[config.mk]
export PLATFORM = sky130hd
export DESIGN_NAME = ray_slab_interval_test_core
export DESIGN_NICKNAME = d
export VERILOG_FILES = /design/src/rtl/rsit_pkg.sv /design/src/rtl/rsit_div.sv /design/src/rtl/ray_slab_interval_test_core.sv
export SDC_FILE = /design/constraint.sdc
export NUM_CORES = 1
export LEC_CHECK = 0
export ABC_AREA = 1
export BUFFER_PORTS_ARGS = -buffer_cell sky130_fd_sc_hd__buf_2
export CAP_MARGIN = 20
export CORE_MARGIN = 1
export CORE_UTILIZATION = 28
export CTS_CLUSTER_SIZE = 8
export DETAILED_ROUTE_END_ITERATION = 12
export SKIP_CTS_REPAIR_TIMING = 1
export SLEW_MARGIN = 20
export SYNTH_ARGS = -nofsm -noshare
export SYNTH_HDL_FRONTEND = slang
export SYNTH_SLANG_ARGS = --single-unit
[constraint.sdc]
create_clock -name clk -period 6.5 [get_ports clk]
set_input_delay 0 -clock clk [delete_from_list [all_inputs] [get_ports clk]]
set_output_delay 0 -clock clk [all_outputs]
set_load 0.03 [all_outputs]
[src/rtl/rsit_pkg.sv]
package rsit_pkg;

    // One slab item on the input channel
    typedef struct packed {
        logic        first_slab;
        logic        last_slab;
        logic [31:0] near_bound;
        logic [31:0] far_bound;
        logic [31:0] ray_offset;
        logic [31:0] ray_slope;
        logic [31:0] start_entry;
        logic [31:0] start_exit;
    } slab_t;

    // One result item on the output channel
    typedef struct packed {
        logic        hit;
        logic [31:0] entry_distance;
        logic [31:0] exit_distance;
        logic [2:0]  entry_slab;
    } result_t;

    // Divider widths: |diff| is 33 bits, shifted left by 16
    localparam int NUM_W  = 49;
    localparam int DEN_W  = 32;
    localparam int QUO_W  = 32;
    localparam int DSH_W  = DEN_W + QUO_W - 1;
    localparam int STEP_W = 5;

    // Saturation limits in Q16.16
    localparam logic [31:0] Q_MAX = 32'h7FFF_FFFF;
    localparam logic [31:0] Q_MIN = 32'h8000_0000;

    // Divider request and response
    typedef struct packed {
        logic             go;
        logic [NUM_W-1:0] num;
        logic [DEN_W-1:0] den;
    } div_req_t;

    typedef struct packed {
        logic             done;
        logic [QUO_W-1:0] quot;
    } div_rsp_t;

endpackage

[src/rtl/rsit_div.sv]
module rsit_div (
    input  logic              clk,
    input  logic              rst_n,
    input  rsit_pkg::div_req_t req,
    output rsit_pkg::div_rsp_t rsp
);
    import rsit_pkg::*;

    logic [NUM_W-1:0]  rem_reg;
    logic [DSH_W-1:0]  dsh_reg;
    logic [QUO_W-1:0]  quot_reg;
    logic [STEP_W-1:0] step_reg;
    logic              busy_reg;
    logic              done_reg;
    logic              fits;

    // Restoring step: divisor slides right one bit per cycle.
    // Quotient bit 31 set means the result is at least 2^31 (saturate);
    // lower bits after that are don't-care.
    assign fits = {{(DSH_W-NUM_W){1'b0}}, rem_reg} >= dsh_reg;

    // Control
    always_ff @(posedge clk or negedge rst_n)
    begin
        if (!rst_n)
        begin
            busy_reg <= 1'b0;
            done_reg <= 1'b0;
            step_reg <= '0;
        end
        else
        begin
            done_reg <= 1'b0;
            if (req.go)
            begin
                busy_reg <= 1'b1;
                step_reg <= STEP_W'(QUO_W - 1);
            end
            else if (busy_reg)
            begin
                step_reg <= step_reg - STEP_W'(1);
                if (step_reg == '0)
                begin
                    busy_reg <= 1'b0;
                    done_reg <= 1'b1;
                end
            end
        end
    end

    // Datapath
    always_ff @(posedge clk)
    begin
        if (req.go)
        begin
            rem_reg  <= req.num;
            dsh_reg  <= {req.den, {(QUO_W-1){1'b0}}};
            quot_reg <= '0;
        end
        else if (busy_reg)
        begin
            if (fits)
            begin
                rem_reg <= rem_reg - dsh_reg[NUM_W-1:0];
            end
            quot_reg <= {quot_reg[QUO_W-2:0], fits};
            dsh_reg  <= dsh_reg >> 1;
        end
    end

    assign rsp.done = done_reg;
    assign rsp.quot = quot_reg;

endmodule

[src/rtl/ray_slab_interval_test_core.sv]
// Ray against slab-set interval test, signed Q16.16.
// Input channel slab (slab_valid / slab_ready): one slab per transfer.
// first_slab loads the start entry and exit distances and restarts the
// slab index; last_slab makes the block emit one result.
// Output channel result (result_valid / result_ready): hit flag, final
// entry and exit distances, and the slab that last raised the entry
// (NUM_SLABS when none did).
// Each slab needs two crossings (bound - offset) / slope, computed one
// after the other on a single shared radix-2 divider at one quotient bit
// per cycle. A zero slope skips the divider for both crossings, and a test
// already missed skips the crossings and goes straight to the update.
// slab_ready is high only while no slab is in work.
// The result sits in an output register; the next slab is taken while it
// waits. If a further last slab finishes while the previous result is
// still stalled, that slab holds in its final step until result_ready.
// Reset clears the running interval to zero, the slab index to zero,
// the best slab to NUM_SLABS and drops result_valid.
module ray_slab_interval_test_core #(
    parameter int NUM_SLABS = 7
) (
    input  logic             clk,
    input  logic             rst_n,
    input  logic             slab_valid,
    output logic             slab_ready,
    input  rsit_pkg::slab_t   slab,
    output logic             result_valid,
    input  logic             result_ready,
    output rsit_pkg::result_t result
);
    import rsit_pkg::*;

    localparam logic [2:0] SLAB_LAST = 3'(NUM_SLABS - 1);
    localparam logic [2:0] SLAB_NONE = 3'(NUM_SLABS);

    localparam logic [1:0] S_IDLE   = 2'd0;
    localparam logic [1:0] S_START  = 2'd1;
    localparam logic [1:0] S_WAIT   = 2'd2;
    localparam logic [1:0] S_UPDATE = 2'd3;

    logic [1:0]  state_reg;
    logic        phase_reg;
    logic [31:0] entry_reg;
    logic [31:0] exit_reg;
    logic [2:0]  best_reg;
    logic [2:0]  count_reg;
    logic        missed_reg;
    logic        out_valid_reg;
    result_t     out_reg;

    // Slab held during work
    logic [31:0] near_reg;
    logic [31:0] far_reg;
    logic [31:0] offset_reg;
    logic [31:0] slope_reg;
    logic        last_reg;
    logic [31:0] cross_reg [2];
    logic        cross_ok_reg [2];

    div_req_t    div_req;
    div_rsp_t    div_rsp;

    logic        accept;
    logic        first_missed;
    logic [31:0] bound_sel;
    logic [32:0] diff;
    logic        diff_neg;
    logic        diff_zero;
    logic [32:0] diff_mag;
    logic        slope_neg;
    logic        slope_zero;
    logic [31:0] slope_mag;
    logic        quot_neg;
    logic [31:0] div_cross;
    logic [31:0] zero_cross;
    logic [31:0] cand_near;
    logic [31:0] cand_far;
    logic        ok_near;
    logic        ok_far;
    logic        raise;
    logic        lower;
    logic [31:0] upd_entry;
    logic [31:0] upd_exit;
    logic [2:0]  upd_best;
    logic        upd_miss;
    logic        can_finish;

    assign accept       = slab_valid && slab_ready;
    assign slab_ready   = (state_reg == S_IDLE);
    assign first_missed = slab.first_slab ? 1'b0 : missed_reg;

    // Difference and magnitudes for the crossing in progress
    assign bound_sel  = phase_reg ? far_reg : near_reg;
    assign diff       = {bound_sel[31], bound_sel} - {offset_reg[31], offset_reg};
    assign diff_neg   = diff[32];
    assign diff_zero  = (diff == '0);
    assign diff_mag   = diff_neg ? (33'd0 - diff) : diff;
    assign slope_neg  = slope_reg[31];
    assign slope_zero = (slope_reg == '0);
    assign slope_mag  = slope_neg ? (32'd0 - slope_reg) : slope_reg;
    assign quot_neg   = diff_neg ^ slope_neg;

    // Signed, saturated crossing from the divider quotient
    always_comb
    begin
        if (div_rsp.quot[31])
        begin
            div_cross = quot_neg ? Q_MIN : Q_MAX;
        end
        else
        begin
            div_cross = quot_neg ? (32'd0 - div_rsp.quot) : div_rsp.quot;
        end
    end

    assign zero_cross = diff_neg ? Q_MIN : Q_MAX;

    assign div_req.go  = (state_reg == S_START) && !slope_zero;
    assign div_req.num = {diff_mag, 16'd0};
    assign div_req.den = slope_mag;

    rsit_div u_div (
        .clk   (clk),
        .rst_n (rst_n),
        .req   (div_req),
        .rsp   (div_rsp)
    );

    // Interval update, swapped for a negative slope
    assign cand_near = slope_neg ? cross_reg[1] : cross_reg[0];
    assign cand_far  = slope_neg ? cross_reg[0] : cross_reg[1];
    assign ok_near   = slope_neg ? cross_ok_reg[1] : cross_ok_reg[0];
    assign ok_far    = slope_neg ? cross_ok_reg[0] : cross_ok_reg[1];
    assign raise     = !missed_reg && ok_near && ($signed(cand_near) > $signed(entry_reg));
    assign lower     = !missed_reg && ok_far && ($signed(cand_far) < $signed(exit_reg));
    assign upd_entry = raise ? cand_near : entry_reg;
    assign upd_best  = raise ? count_reg : best_reg;
    assign upd_exit  = lower ? cand_far : exit_reg;
    assign upd_miss  = missed_reg || ($signed(upd_entry) > $signed(upd_exit));

    assign can_finish = !last_reg || !out_valid_reg || result_ready;

    // Sequencer and running state
    always_ff @(posedge clk or negedge rst_n)
    begin
        if (!rst_n)
        begin
            state_reg     <= S_IDLE;
            phase_reg     <= 1'b0;
            entry_reg     <= '0;
            exit_reg      <= '0;
            best_reg      <= SLAB_NONE;
            count_reg     <= '0;
            missed_reg    <= 1'b0;
            out_valid_reg <= 1'b0;
        end
        else
        begin
            unique case (state_reg)
                S_IDLE:
                begin
                    if (accept)
                    begin
                        if (slab.first_slab)
                        begin
                            entry_reg  <= slab.start_entry;
                            exit_reg   <= slab.start_exit;
                            best_reg   <= SLAB_NONE;
                            count_reg  <= '0;
                            missed_reg <= 1'b0;
                        end
                        phase_reg <= 1'b0;
                        state_reg <= first_missed ? S_UPDATE : S_START;
                    end
                end
                S_START:
                begin
                    if (slope_zero)
                    begin
                        phase_reg <= 1'b1;
                        state_reg <= phase_reg ? S_UPDATE : S_START;
                    end
                    else
                    begin
                        state_reg <= S_WAIT;
                    end
                end
                S_WAIT:
                begin
                    if (div_rsp.done)
                    begin
                        phase_reg <= 1'b1;
                        state_reg <= phase_reg ? S_UPDATE : S_START;
                    end
                end
                S_UPDATE:
                begin
                    if (can_finish)
                    begin
                        entry_reg  <= upd_entry;
                        exit_reg   <= upd_exit;
                        best_reg   <= upd_best;
                        missed_reg <= upd_miss;
                        if (count_reg < SLAB_LAST)
                        begin
                            count_reg <= count_reg + 3'd1;
                        end
                        state_reg <= S_IDLE;
                    end
                end
                default:
                begin
                    state_reg <= S_IDLE;
                end
            endcase

            // Output register: loaded by a finishing last slab, freed by its transfer
            if (state_reg == S_UPDATE && can_finish && last_reg)
            begin
                out_valid_reg <= 1'b1;
            end
            else if (result_valid && result_ready)
            begin
                out_valid_reg <= 1'b0;
            end
        end
    end

    // Payload registers
    always_ff @(posedge clk)
    begin
        if (accept)
        begin
            near_reg   <= slab.near_bound;
            far_reg    <= slab.far_bound;
            offset_reg <= slab.ray_offset;
            slope_reg  <= slab.ray_slope;
            last_reg   <= slab.last_slab;
        end
        if (state_reg == S_START && slope_zero)
        begin
            cross_reg[phase_reg]    <= zero_cross;
            cross_ok_reg[phase_reg] <= !diff_zero;
        end
        if (state_reg == S_WAIT && div_rsp.done)
        begin
            cross_reg[phase_reg]    <= div_cross;
            cross_ok_reg[phase_reg] <= 1'b1;
        end
        if (state_reg == S_UPDATE && can_finish && last_reg)
        begin
            out_reg.hit            <= !upd_miss;
            out_reg.entry_distance <= upd_entry;
            out_reg.exit_distance  <= upd_exit;
            out_reg.entry_slab     <= upd_best;
        end
    end

    assign result_valid = out_valid_reg;
    assign result       = out_reg;

endmodule

==> results of run 1 <==
-- power by group --
part | total (W) | internal (W) | leakage, nW | switching (W)
sequential | 0.00487 | 0.00452 | 4.73 | 0.000348
combinational | 0.0114 | 0.00361 | 11.5 | 0.00784
clock | 0.00359 | 0.00218 | 1.05 | 0.00142
-- metrics by stage --
stage	instance area [um^2]	std cells
after global placement	33400	5435
after CTS	35600	5560
final	37600	5762
after floorplan	30500	3851
after global routing	37600	5760
after detailed placement	33400	5436
-- layout make-up --
type | count | area (um^2)
multi-input cells | 2620 | 14200
fillers | 11100 | 70000
flip-flops and latches | 489 | 13500
diodes | 2 | 5.00
repair buffers | 499 | 3620
well taps | 1403 | 1760
inverters | 625 | 2360
clock inverters | 12 | 168
clock buffers | 112 | 2020
-- worst max path at each step --
stage / start / endpoint / slack, ns / cells after the start
5_1_grt: slope_reg[31] / result[67] / 0.76 / 26
6_report: slope_reg[31] / result[67] / 1.27 / 22
3_3_place_gp: slope_reg[31] / result[67] / 1.32 / 26
2_1_floorplan: slope_reg[31] / result[67] / 2.02 / 25
4_1_cts: slope_reg[31] / result[67] / 1.20 / 22
3_5_place_dp: slope_reg[31] / result[67] / 1.20 / 22
-- routing by layer --
layer | global-route usage | part of all wire
met1 | 0.197 | 0.45
met2 | 0.266 | 0.48
met3 | 0.0227 | 0.046
met4 | 0.0443 | 0.025
met5 | 0 | 0.00015
-- layout by cell type, fill, tap and decap left out, drive strengths merged, types with 13 or more instances in the layout --
cell type and n:
nor4 18, inv 625, clkbuf 112, a22oi 65, nand4 91, edfxtp 328, nand3b 33, ha 187
nor2 260, xnor2 26, o21ai 272, a21oi 165, dfxtp 79, dfrtp 79, a21o 13, nor3 57
nand2 989, nand3 250, o22ai 84, xor2 32, dlygate4sd3 198, buf 301
-- cells by family (layout without fill, tap and decap cells) --
| logic type | count (synthesis) | count (layout) | share of synthesized area |
|---|---|---|---|
| muxes | 1 | 1 | 0.000328 |
| DFF | 489 | 489 | 0.441 |
| adders and majority gates | 189 | 189 | 0.0779 |
| and+or+nand+nor | 1715 | 1715 | 0.244 |
| AOI/OAI and AO/OA | 657 | 657 | 0.125 |
| buffers and inverters | 742 | 1248 | 0.0950 |
| xor gates and xnor gates | 58 | 58 | 0.0166 |
| other | 0 | 2 | 0 |
==> run metrics, run 1 <==
RR Startpoint=slope_reg[31]; Crit Path Category=reg -> reg; number of stages on the worst hold path=2; cell taking the most area after synthesis=edfxtp_1; Post-Syn Instances=between 3k and 4k; Crit-path slowest cell=edfxtp_1; DIE AREA=roughly 0.11 mm^2; part of the cycle the worst path needs=0.804; Detail Placement HPWL=approximately 67 mm; Congestion Overflow GR=0; via count=roughly 27k; outcome=finished clean; largest net degree at the start of global routing=69; Clock Skew=about 0.054 ns; Power Dens Cells=about 530 mW/mm^2; share of the synthesized area in the top cell type=0.322; DR vias/cell=~4.7; H-tree depth=3; initial antenna violation count=2; Hold WS=0.0771 ns; hold wc startpoint=slab[78]; asr flop ratio synth=0.168; Worst Hold End=slope_reg[14]; DR pass1 iterations=6; RSZ-0062 raised after global routing=false; delay-heaviest family, CP=compound AO/OA/AOI/OAI gates; Ports=approximately 270; fin nets=4695; Worst setup EP type=register; number of buffers created by CTS=73; R2R depth=22; drt drc=0; Yosys cell types=65; pre-CTS WS=around 1.2 ns; Post-Route Utilization=0.349; max reg flops=just under 70; Seq/Total Area, Yosys=0.441; Fmax=around 0.19 GHz; Rows=120; max cap viols=0; final worst setup slack=between 1 and 1.5 ns; VDD IR max=about 0.25 mV; GP Congestion=about 0.92; Synth Register Bits=between 400 and 500; DIE HEIGHT=about 330 um; GRT Util Overall=0.154; DIE WIDTH=about 330 um; first-pass GRT wire length=between 100 and 150 mm; clk_lat worst skew=~0.64 ns; crit path cell chain=buf_4 > o21ai_0 > ha_1 > nand2_1 > nor2_1 > nand4_1 > nor3_1 > a221oi_1 > nand3_2 > buf_4 > o21ai_0 > inv_1 > ha_1 > nand2_1 > o21a_1 > o221ai_1 > nand2_1 > nand2_1 > nand2_1 > nand2_1 > xnor2_1 > a21oi_1; Routed Antenna Nets=0; count leader, synth=nand2_1; Crit path top cell by count=nand2_1; Clk pin slew, worst setup/hold paths=around 0.050 ns; Worst R2R End=result[67]; warnings from Yosys=0; Overall Power=0.0199 W; synthesized area=roughly 0.03 mm^2; Initial Utilization=0.284; Final Hold Fails=0; Worst EP required=6.87 ns; type of origin of the critical path=register; vias in the first global route=25.4k; main area contributors after synthesis=edfxtp_1 32%, nand2_1 12%, ha_1 7.7%; clk buf depth=3; CTS tree=yes; Post-Syn Nets=roughly 4.2k; hold crit path type=in -> reg; Mapped Avg Cell Area=7.93 um^2; pins over their slew limit=0; port buffer count=between 200 and 300; FF-to-FF setup slack=between 1 and 1.5 ns; core area=between 0.1 and 0.15 mm^2; wire per inst=around 15 um; Final setup violation count=0; Commonest cells post-synth=972 x nand2_1, 610 x inv_1, 328 x edfxtp_1, 246 x nor2_1, 245 x nand3_1; Most used DFF post-synth=edfxtp_1; final WL=between 80 and 90 mm; Post-synth EDFFs=between 300 and 400; starting DRC count in detailed routing=around 1.8k; Tmin final=5.23 ns; critical-path maximum fanout=67; clock sink count=around 490; Slew headroom=0.293; clk root buf=clkbuf_16; Buf+Inv Stages, Crit Path=3; P&R area growth vs syn=23.1%; layout cells sized above 1=0.110; CP max stage delay=a little over 0.8 ns; Worst EP arrival=5.59 ns; Slew @ Worst Pin=roughly 1.1 ns; Lkg Pwr=17.2 nW; total negative slack=0 ns
No activity file was read; power rests on OpenSTA's default activity.
==> inputs of run 2 (changes only) <==
- clock period: 6.5 -> 4.95 ns (I/O delays scaled with it)
==> run 2 against run 1 <==
Compared with the run above:
- design area grew 0.38%
- highest routed layer unchanged
- critical path depth grew 4
- largest power group unchanged
- global-route usage grew 0.075 points
- sequential power grew 31%
- critical endpoint unchanged
- final cell count grew 0.30%
- clock skew shrank 0.0065 ns
- hold slack gained 0.0017 ns
- non-clock buffer count grew 17
==> run metrics, run 2 (same netlist as run 1, synthesis figures left out) <==
critical-path maximum fanout=94 (was 67); Worst EP required=5.33 ns (was 6.87 ns); DIE AREA=0.110 mm^2 (unchanged); Fmax=0.217 GHz (was 0.191 GHz); Power Dens Cells=698 mW/mm^2 (was 529 mW/mm^2); Clk pin slew, worst setup/hold paths=0.05 ns (about the same); drt drc=0 (unchanged); largest net degree at the start of global routing=120 (was 69); VDD IR max=0.378 mV (was 0.255 mV); Slew @ Worst Pin=1.05 ns (was 1.06 ns); initial antenna violation count=3 (was 2); total negative slack=0 ns (unchanged); Lkg Pwr=17.3 nW (was 17.2 nW); number of buffers created by CTS=71 (was 73); via count=27.2k (about the same); Tmin final=4.61 ns (was 5.23 ns); sw frac=0.485 (was 0.482); Detail Placement HPWL=67.7 mm (was 66.7 mm); part of the cycle the worst path needs=0.930 (was 0.804); Clock Skew=0.0478 ns (was 0.0543 ns); Seq. cell area=0.0135 mm^2 (unchanged); clk buf depth=3 (unchanged); wire per inst=15.5 um (was 15.4 um); Slew headroom=0.297 (was 0.293); core area=0.108 mm^2 (unchanged); first-pass GRT wire length=137 mm (about the same); sw power=0.0128 W (was 0.00961 W); Congestion Overflow GR=0 (unchanged); Worst setup EP type=register (unchanged); Final Hold Fails=0 (unchanged); DR pass1 iterations=6 (unchanged); Cells after DPL=5454 (was 5436); Initial Utilization=0.284 (unchanged); pins over their slew limit=0 (unchanged); clock sink count=489 (unchanged); type of origin of the critical path=register (unchanged); Non-Filler Instances=5779 (was 5762); starting DRC count in detailed routing=1669 (was 1788); Worst EP arrival=4.99 ns (was 5.59 ns); DIE HEIGHT=332 um (unchanged); RSZ-0062 raised after global routing=false (unchanged); clk_lat worst skew=0.65 ns (was 0.64 ns); max cap viols=0 (unchanged); DR vias/cell=4.70 (was 4.71); fin nets=4710 (was 4695); layout cells sized above 1=0.113 (was 0.110); most common cell after layout, fill and taps aside=nand2_1 (unchanged); clock power share=0.177 (was 0.180); CP max stage delay=0.42 ns (was 0.82 ns); GP Congestion=0.934 (was 0.915); P&R area growth vs syn=23.6% (was 23.1%); max reg flops=68 (unchanged); footprint of the multi-input gates=0.0142 mm^2 (about the same); Pint=0.0136 W (was 0.0103 W); Ports=268 (unchanged); Crit path top cell by count=nand2_1 (unchanged); Seq pwr share=0.243 (was 0.245); hold crit path type=in -> reg (unchanged); outcome=finished clean (unchanged); clk root buf=clkbuf_16 (unchanged); H-tree depth=3 (unchanged); vias in the first global route=25.3k (was 25.4k); Overall Power=0.0264 W (was 0.0199 W); Routed Antenna Nets=0 (unchanged); final WL=89.4 mm (was 88.8 mm); DIE WIDTH=332 um (unchanged); GRT Util Overall=0.154 (about the same); Crit-path slowest cell=edfxtp_1 (unchanged); fillers=11.0k (was 11.1k); Rows=120 (unchanged); Comb pwr share=0.580 (was 0.575); port buffer count=267 (unchanged); Crit Path Category=reg -> reg (unchanged); CTS tree=yes (unchanged); Final setup violation count=0 (unchanged); most frequent cells in the layout=972 x nand2_1, 607 x inv_1, 328 x edfxtp_1 (was 971 x nand2_1, 607 x inv_1, 328 x edfxtp_1)
-- run 2: cell count changes in the layout (fill, tap and decap cells not counted), moves of 3 or more --
cell,before,now
o21ai_0,225,216
buf_12,0,7
buf_4,32,44
clkbuf_16,75,72
o21ai_1,32,41
clkbuf_1,37,45
clkinv_2,4,0
-- run 2: path summary, 6_finish.rpt --
kind                             startpoint          endpoint  slack [ns]  cells past startpoint
min in group asynchronous             rst_n       best_reg[1]        0.48                      3
max reg2reg                   slope_reg[31]        result[67]        0.34                     26
min                               slab[178]      near_reg[18]        0.08                      2
min reg2reg                u_div.rem_reg[5]  u_div.rem_reg[5]        0.46                      2
max in group asynchronous             rst_n     entry_reg[20]        3.86                      4
max                           slope_reg[31]        result[67]        0.34                     26
-- run 2: stage by stage --
stage / util / setup slack [ns] / hold WS [ns] / cell area, um^2
3_5_place_dp: 0.312 / 0.0749 / 0.0283 / 33600
2_1_floorplan: - / 0.473 / -0.296 / 30500
4_1_cts: 0.332 / 0.0910 / -0.668 / 35700
6_report: 0.351 / 0.345 / 0.0787 / 37800
3_3_place_gp: 0.312 / 0.125 / 0.0332 / 33600
5_1_grt: 0.351 / 0.00440 / 0.0605 / 37800
-- run 2: final cells by class --
class / instances / share of cell area
clock inverters: 6 / 0.00351
clock buffers: 119 / 0.0529
well taps: 1403 / 0.0465
multi-input cells: 2620 / 0.377
repair buffers: 516 / 0.101
diodes: 1 / 0.0000663
inverters: 625 / 0.0624
flip-flops and latches: 489 / 0.357
-- run 2: critical path: cells and delay by family, from the launching register on --
kind / cells / cell delay [ns]
AO/OA/AOI/OAI: 9 / 1.47
AND/OR/NAND/NOR: 9 / 1.04
buffers and inverters: 5 / 0.80
adder cells (fa/ha/maj): 2 / 0.49
flip-flops: 1 / 0.42
XOR/XNOR: 1 / 0.11
-- run 2: per-layer routing --
| metal | GRT usage | share of wire |
|---|---|---|
| met3 | 0.0224 | 0.045 |
| met5 | 0 | 0.000078 |
| met2 | 0.264 | 0.48 |
| met4 | 0.0461 | 0.024 |
| met1 | 0.200 | 0.45 |
-- run 2: power groups by stage --
stage	Sequential, W	Combinational [W]	Clock, W
global route	0.00650	0.0173	0.00493
floorplan	0.00655	0.0107	0
detailed placement	0.00646	0.0151	0
global placement	0.00644	0.0150	0
CTS	0.00640	0.0151	0.00478
finish	0.00640	0.0153	0.00467
